**config.mk**
```make
export PLATFORM = sky130hd
export DESIGN_NAME = insertion_sorter
export DESIGN_NICKNAME = d
export VERILOG_FILES = /design/src/design/isort_pkg.sv /design/src/design/insertion_sorter.sv /design/src/design/isort_ctrl.sv /design/src/design/isort_dp.sv
export SDC_FILE = /design/constraint.sdc
export NUM_CORES = 2
export LEC_CHECK = 0
export BUFFER_PORTS_ARGS = -buffer_cell sky130_fd_sc_hd__buf_2
export CORE_MARGIN = 5
export CORE_UTILIZATION = 58
export DETAILED_ROUTE_END_ITERATION = 7
export MAX_ROUTING_LAYER = met4
export PLACE_DENSITY_LB_ADDON = 0.12
export SLEW_MARGIN = 20
export SYNTH_ARGS = -nofsm -noshare
export SYNTH_HDL_FRONTEND = slang
export SYNTH_SLANG_ARGS = --single-unit
```
**constraint.sdc**
```tcl
create_clock -name clk -period 4.8 [get_ports clk]
set_input_delay 1.2 -clock clk [delete_from_list [all_inputs] [get_ports clk]]
set_output_delay 1.2 -clock clk [all_outputs]
set_load 0.02 [all_outputs]
```
**src/design/isort_pkg.sv**
```systemverilog
// Shared types and constants of the insertion sorter.
// No dependencies; used by every module of the block.
package isort_pkg;

	localparam int DEF_SORT_DEPTH = 16;
	localparam int DATA_W = 32;

	typedef struct packed {
		logic signed [DATA_W-1:0] value;
		logic                     last;
	} item_t;

	typedef struct packed {
		logic signed [DATA_W-1:0] value_res;
		logic                     last_res;
		logic                     dropped;
	} result_t;

	typedef struct packed {
		logic ins;
		logic pop;
	} cmd_t;

	typedef struct packed {
		logic full;
		logic one_left;
	} status_t;

endpackage

```
**src/design/insertion_sorter.sv**
```systemverilog
// Streaming insertion sorter for signed 32-bit values. Each accepted item is
// inserted into a sorted register store by a parallel compare-and-shift
// across all entries, so a run is taken at one item per cycle. The item
// marked last starts the emission: the store shifts out one value per
// cycle unless stalled, from its lowest entry, in ascending order, so a run
// of n stored values takes n result transfers, during which item is stalled.
// Values beyond SORT_DEPTH in a run are dropped and every result of that run
// carries the dropped flag. Depends on isort_pkg, isort_ctrl and isort_dp.
module insertion_sorter #(
	parameter int SORT_DEPTH = isort_pkg::DEF_SORT_DEPTH
) (
	input  logic               clk,
	input  logic               arst_n,
	input  logic               item_valid,
	output logic               item_stall,
	input  isort_pkg::item_t   item,
	output logic               result_valid,
	input  logic               result_stall,
	output isort_pkg::result_t result
);

	isort_pkg::cmd_t    cmd;
	isort_pkg::status_t status;

	isort_ctrl u_ctrl (
		.clk          (clk),
		.arst_n       (arst_n),
		.item_valid   (item_valid),
		.item_last    (item.last),
		.item_stall   (item_stall),
		.result_valid (result_valid),
		.result_stall (result_stall),
		.status       (status),
		.cmd          (cmd)
	);

	isort_dp #(
		.SORT_DEPTH (SORT_DEPTH)
	) u_dp (
		.clk    (clk),
		.arst_n (arst_n),
		.cmd    (cmd),
		.item   (item),
		.status (status),
		.result (result)
	);

endmodule

```
**src/design/isort_ctrl.sv**
```systemverilog
// Controller of the insertion sorter: takes items, then runs the emission.
// Depends on isort_pkg for the command and status structs.
module isort_ctrl (
	input  logic               clk,
	input  logic               arst_n,
	input  logic               item_valid,
	input  logic               item_last,
	output logic               item_stall,
	output logic               result_valid,
	input  logic               result_stall,
	input  isort_pkg::status_t status,
	output isort_pkg::cmd_t    cmd
);

	typedef enum logic {
		ST_FILL,
		ST_EMIT
	} state_t;

	state_t state_q;

	assign item_stall   = (state_q == ST_EMIT);
	assign result_valid = (state_q == ST_EMIT);
	assign cmd.ins      = (state_q == ST_FILL) && item_valid;
	assign cmd.pop      = (state_q == ST_EMIT) && !result_stall;

	always_ff @(posedge clk or negedge arst_n) begin
		if (!arst_n) begin
			state_q <= ST_FILL;
		end else begin
			unique case (state_q)
				ST_FILL: begin
					if (item_valid && item_last) begin
						state_q <= ST_EMIT;
					end
				end
				ST_EMIT: begin
					if (!result_stall && status.one_left) begin
						state_q <= ST_FILL;
					end
				end
				default: begin
					state_q <= ST_FILL;
				end
			endcase
		end
	end

endmodule

```
**src/design/isort_dp.sv**
```systemverilog
// Datapath of the insertion sorter: register store with parallel
// compare-and-shift insertion and shift-down emission. Depends on isort_pkg.
module isort_dp #(
	parameter int SORT_DEPTH = isort_pkg::DEF_SORT_DEPTH
) (
	input  logic               clk,
	input  logic               arst_n,
	input  isort_pkg::cmd_t    cmd,
	input  isort_pkg::item_t   item,
	output isort_pkg::status_t status,
	output isort_pkg::result_t result
);

	localparam int CW = $clog2(SORT_DEPTH + 1);

	logic signed [isort_pkg::DATA_W-1:0] store_q [SORT_DEPTH];
	logic [CW-1:0]                       count_q;
	logic                                ovf_q;
	logic [SORT_DEPTH-1:0]               gt;
	logic                                do_ins;

	assign status.full     = (count_q == CW'(SORT_DEPTH));
	assign status.one_left = (count_q == CW'(1));
	assign do_ins          = cmd.ins && !status.full;

	assign result.value_res = store_q[0];
	assign result.last_res  = status.one_left;
	assign result.dropped   = ovf_q;

	for (genvar g = 0; g < SORT_DEPTH; g++) begin : g_cell
		assign gt[g] = (CW'(g) < count_q) && ($signed(store_q[g]) > $signed(item.value));

		if (g == 0) begin : g_first
			always_ff @(posedge clk) begin
				if (do_ins) begin
					if (gt[g] || (count_q == CW'(g))) begin
						store_q[g] <= item.value;
					end
				end else if (cmd.pop) begin
					store_q[g] <= store_q[g+1];
				end
			end
		end else if (g == SORT_DEPTH - 1) begin : g_top
			always_ff @(posedge clk) begin
				if (do_ins) begin
					if (gt[g-1]) begin
						store_q[g] <= store_q[g-1];
					end else if (gt[g] || (count_q == CW'(g))) begin
						store_q[g] <= item.value;
					end
				end
			end
		end else begin : g_mid
			always_ff @(posedge clk) begin
				if (do_ins) begin
					if (gt[g-1]) begin
						store_q[g] <= store_q[g-1];
					end else if (gt[g] || (count_q == CW'(g))) begin
						store_q[g] <= item.value;
					end
				end else if (cmd.pop) begin
					store_q[g] <= store_q[g+1];
				end
			end
		end
	end

	always_ff @(posedge clk or negedge arst_n) begin
		if (!arst_n) begin
			count_q <= '0;
			ovf_q   <= 1'b0;
		end else if (cmd.ins) begin
			if (status.full) begin
				ovf_q <= 1'b1;
			end else begin
				count_q <= count_q + CW'(1);
			end
		end else if (cmd.pop) begin
			count_q <= count_q - CW'(1);
			if (status.one_left) begin
				ovf_q <= 1'b0;
			end
		end
	end

endmodule

```
======== Yosys cells after proc, flatten, opt, wreduce, memory -nomap -nowiden ========
Memory sizes are Yosys's and may differ from the RTL's.
Index checks and enable logic that the tools add are counted.
cells by class
  reduce and logical (&&, ||, !) cells .... 44
  muxes and demuxes ....................... 151
  magnitude comparators ................... 32
  bitwise gates (word level) .............. 31
  $add $sub $neg .......................... 2
  equality and inequality tests ........... 18
operator list
  operator                                             count
  2-to-1 mux 32 bit                                    30
  > comparator 32 bit                                  16
  2-to-1 mux 1 bit                                     117
  equality test 5 x 4 -> 1 bit, second input constant  8
  < comparator 4 x 5 -> 1 bit, first input constant    8
  OR 1 bit                                             30
  logical AND 1 bit                                    21
  equality test 5 x 3 -> 1 bit, second input constant  4
  < comparator 3 x 5 -> 1 bit, first input constant    4
  logical OR 1 bit                                     16
  2-to-1 mux 5 bit                                     3
  equality test 5 x 2 -> 1 bit, second input constant  2
  < comparator 1 x 5 -> 1 bit, first input constant    2
  < comparator 2 x 5 -> 1 bit, first input constant    2
  adder 5 x 1 -> 5 bit, second input constant          1
  equality test 5 x 1 -> 1 bit, second input constant  1
  equality test 5 bit, second input constant           1
  logical NOT 5 bit                                    1
  subtractor 5 x 1 -> 5 bit, second input constant     1
  != test 2 bit, second input constant                 2
  nonzero test 2 bit                                   2
  AND reduction 3 bit                                  1
  logical NOT 1 bit                                    2
  case mux 1 bit (2 select lines)                      1
  2 further kinds                                      2
storage, ports and cells
  input port bits ......................... 37
  bits in registers ....................... 7
  memory bits (writable) .................. 512
  memories kept ........................... 1
  word-level logic and storage cells ...... 282
  output and inout port bits .............. 36
memory list
  memory        words  width  rd ports  clocked after memory_dff  wr ports  line            RTL
  u_dp.store_q  16     32     16        0                         16        isort_dp.sv:16  logic signed [isort_pkg::DATA_W-1:0] store_q [SORT_DEPTH];

======== Logic depth before layout (Yosys ltp) ========
  depth in word-level cells ............... 9
  depth in mapped cells ................... 13
  depth with buffers taken out ............ 11

======== Modules after synthesis ========
A second synthesis with hierarchy kept.
unflattened totals
  cell total of the unflattened synthesis .. 3407
  area, all modules ....................... 36677.7 sq um
by module, submodules not included
  module      instances  area an instance (sq um)  seq. area each (sq um)  cells each
  isort_dp    1          36617.6                   15524.9                 3400
  isort_ctrl  1          60.1                      25.0                    7

======== Least setup slack after synthesis ========
No wires, ideal clock.
  kind .................................... input-to-reg
  start ................................... input item[32] (netlist bit)
  end ..................................... memory u_dp.store_q[0][64] (netlist bit), enable pin
  cell stages on the path ................. 9
  data arrival time ....................... 5.108 ns
  setup time .............................. 0.432 ns
  path buffers ............................ 0
  data required time ...................... 4.368 ns
  setup slack ............................. -0.740 ns
  path through ............................ inv_1 -> ha_1 -> nand4_1 -> or4_1 -> or3_1 -> and3b_1 -> xor2_1 -> a22oi_1 -> a21oi_1
RTL lines
  what         line                    RTL
  from (decl)  insertion_sorter.sv:16  input isort_pkg::item_t item,
  to (decl)    isort_dp.sv:16

==> flow_metrics.py <==
metrics = {
    "clock_network": {
        "clk_path_buf_depth": 3,
        "cts_sinks": 519,
        "cts_resized": 0,
        "path_clk_slew_ns": 0.06,
        "hold_buffers": 0,
        "cts_tree": "done",
        "cts.htree.levels": 2,
        "insertion_delay_ns": 0.63,
        "cts_buffers": 59,
        "cts_root_buffer": "clkbuf_16",
        "post-cts-setup-buffers": 0,
    },
    "drt": {
        "viasPerCell": 6.68,
        "dr.pass1.iters": 6,
        "drc_errors": 0,
        "ant_nets": 0,
        "drt-initial-drc-count": 3572,
        "post_drt_wl_per_cell_um": 25.3,
        "vias": 30900,
        "routed_wl_mm": 117,
    },
    "worst_setup_path": {
        "worstPathMaxFanout": 16,
        "r2r_setup_slack_ns": 1.05,
        "crit_chain": "buf_2, inv_1, buf_4, ha_1, nand4_1, or4_1, or3_1, and4_1, o21ai_1, o211a_2, buf_12, mux2i_1, a21oi_1",
        "r2r-end": "u_dp.store_q[0][139]",
        "required_ns": 5.14,
        "path_delay_family": "simple AND/OR/NAND/NOR gates",
        "slowest_delay_ns": 0.65,
        "crit_arrival_ns": 4.71,
        "critPathLaunchType": "input pin",
        "worst-path-buf-inv": 4,
        "critPathKind": "in -> reg",
        "rr_startpoint": "u_dp.store_q[0][123]",
        "worstRegToRegCells": 11,
        "crit_path_end_kind": "flip-flop",
        "cp_slowest_cell": "or4_1",
    },
    "power_and_ir_drop": {
        "irDropWorstVdd_mv": 0.350,
        "pwr-share-clk_pct": 16.6,
        "total_power_mw": 26.0,
        "power_leakage_nw": 16.7,
        "seqPwrFrac_pct": 38.9,
        "p_sw_share_pct": 41.0,
        "power_switching_mw": 10.6,
        "p_per_area_nw_per_um2": 612,
        "p_int_mw": 15.3,
        "power_frac_comb_pct": 44.5,
    },
    "placed_design": {
        "port_buffers": 72,
        "gp_congestion": 0.965,
        "dpl_worst_slack_ns": -0.104,
        "hpwl_mm": 90.9,
    },
    "die": {
        "core_area_um2": 64100,
        "die_area_um2": 69600,
        "die_x_um": 264,
        "num_rows": 93,
        "die_height_um": 264,
        "io_pins": 73,
        "initial_core_util_pct": 58.3,
    },
    "logic_synthesis": {
        "synth_edf_count": 512,
        "yosysUniqueCellTypes": 62,
        "syn_inst": 3602,
        "netlist_area_um2": 37400,
        "synth_ff_type": "edfxtp_1",
        "ys_ff_latch": 519,
        "syn-num-nets": 4156,
        "async_flop_share_pct": 1.35,
        "yosys_warnings": 0,
        "syn_area_per_cell_um2": 10.4,
        "ys_seq_area_share_pct": 41.6,
    },
    "flow_run": {
        "max_cap_viol_count": 0,
    },
    "sta": {
        "timing.hold.ws_ns": 0.413,
        "worst_slew_pin_slew_ns": 1.12,
        "fin_ws_ns": 0.431,
        "fin_crit_ns": 4.37,
        "setup_viol_count_final": 0,
        "setup-tns-final_ns": 0,
        "hold_viol": 0,
        "rsz0062_at_grt": "false",
        "maxSlewViolCount": 0,
        "finClkSkew_ns": 0.0233,
        "max_freq_mhz": 229,
        "relSlewSlack_pct": 25.3,
        "fin_crit_sh_pct": 91.0,
    },
    "final_layout": {
        "final_nets": 4283,
        "syn2layout_area_growth_pct": 13.4,
        "diodes": 0,
        "drive_gt1_share_pct": 12.1,
        "postLayoutCoreUtil_pct": 66.1,
        "fill_cells": 5039,
    },
    "global_route": {
        "grt-ovfl-total": 0,
        "grt_max_degree": 181,
        "track_usage_pct": 33.1,
        "antenna_found_initial": 0,
        "grt_pass1_wl_mm": 177,
        "grt_pass1_vias": 30100,
    },
    "status": {
        "outcome": "completed",
    },
    "min_path": {
        "worstHoldPathType": "in -> async",
    },
}
## cell type report
class	instances	area [µm²]	share of cell area, %
flip-flops and latches	519	15500	36.7
repair buffers	304	2980	7.02
clock inverters	34	214	0.505
well taps	855	1070	2.52
clock buffers	69	1560	3.67
inverters	66	248	0.584
multi-input cells	2779	20800	49.0
## synth_stat cells (all sizes together), types with 9 or more instances
| cell | count | share of area, % |
|---|---|---|
| ha | 517 | 17 |
| edfxtp | 512 | 41 |
| a21oi | 482 | 6.5 |
| nor2 | 435 | 4.4 |
| mux2i | 251 | 6.7 |
| nand2 | 220 | 2.2 |
| a221o | 203 | 5.4 |
| clkbuf | 169 | 1.7 |
| and2 | 98 | 1.6 |
| o21ai | 94 | 1.3 |
| nand4 | 81 | 1.4 |
| buf | 69 | 1.2 |
| inv | 66 | 0.66 |
| nand3 | 57 | 0.76 |
| a21o | 36 | 0.72 |
| and4 | 34 | 0.80 |
| mux2 | 33 | 0.99 |
| a31oi | 22 | 0.37 |
| o211ai | 22 | 0.44 |
| a211oi | 20 | 0.45 |
| a221oi | 18 | 0.42 |
| nor4 | 18 | 0.30 |
| nor2b | 16 | 0.27 |
| nor3 | 15 | 0.20 |
| nand3b | 9 | 0.18 |
## worst reg2reg max path: cells and delay by family (launching register included)
kind,cells,cell delay [ns]
and+or+nand+nor,4,1.59
AOI/OAI and AO/OA,3,0.49
DFF,1,0.44
buffers and inverters,2,0.37
adders and majority gates,1,0.35
muxes,1,0.26
## state kept, by name (all words and copies together) (netlist names)
name and flops:
u_dp.count_q 5, u_dp.ovf_q 1, u_ctrl.item_stall 1, u_dp.store_q 512
## how the worst max path moves through the flow
stage,startpoint,end,slack [ns],cells past startpoint
floorplan,item[8],u_dp.store_q[1][32],0.07,10
CTS,item[19],u_dp.store_q[1][103],0.56,12
global placement,item[30],u_dp.store_q[1][103],-0.06,13
finish,item[24],u_dp.store_q[1][85],0.43,13
detailed placement,item[19],u_dp.store_q[1][120],-0.10,12
global route,item[30],u_dp.store_q[1][83],0.40,13
## per-layer routing
metal / up-vias / routed length (µm) / global-route usage, %
li1: 14200 / - / -
met1: 15000 / 51300 / 48.0
met2: 1574 / 50000 / 48.2
met3: 185 / 12200 / 6.27
met4: 0 / 3300 / 8.91
met5: - / 0 / -
## layout by cell type (no fill, tap or decap), drive strengths merged, types with 5 or more instances in the layout
| cell type | count |
|---|---|
| a211oi | 20 |
| a21o | 36 |
| a21oi | 482 |
| a221o | 203 |
| a221oi | 18 |
| a31oi | 22 |
| and2 | 98 |
| and3 | 5 |
| and4 | 34 |
| buf | 304 |
| clkbuf | 69 |
| clkinv | 31 |
| dfrtp | 7 |
| edfxtp | 512 |
| ha | 517 |
| inv | 66 |
| mux2 | 33 |
| mux2i | 251 |
| nand2 | 220 |
| nand2b | 5 |
| nand3 | 57 |
| nand3b | 9 |
| nand4 | 81 |
| nor2 | 435 |
| nor2b | 16 |
| nor3 | 15 |
| nor3b | 5 |
| nor4 | 18 |
| nor4b | 6 |
| nor4bb | 6 |
| o211a | 7 |
| o211ai | 22 |
| o21ai | 94 |
| o21bai | 5 |
| o221ai | 7 |
| or4 | 5 |
| xor2 | 5 |
## cell families (layout without fill, tap and decap cells)
| group | Yosys count | after routing | share of synthesized area (%) |
|---|---|---|---|
| DFF | 519 | 519 | 41.6 |
| xor gates and xnor gates | 7 | 7 | 0.164 |
| buffers and inverters | 304 | 473 | 3.59 |
| and+or+nand+nor | 1026 | 1026 | 13.0 |
| AOI/OAI and AO/OA | 945 | 945 | 16.7 |
| adders and majority gates | 517 | 517 | 17.3 |
| muxes | 284 | 284 | 7.71 |
## power groups by stage
stage	Clock, mW	Combinational, mW	Sequential [mW]
global route	4.54	12.8	10.2
detailed placement	0	11.4	10.0
floorplan	0	7.84	9.14
finish	4.30	11.6	10.1
global placement	0	10.9	9.96
CTS	4.35	11.4	9.97
## metrics by stage
step | cell area [µm²] | instances
final | 42400 | 4626
after detailed placement | 40600 | 4523
after floorplan | 37500 | 3602
after CTS | 42400 | 4626
after global placement | 40600 | 4523
after global routing | 42400 | 4626
(Power assumes the default switching activity.)
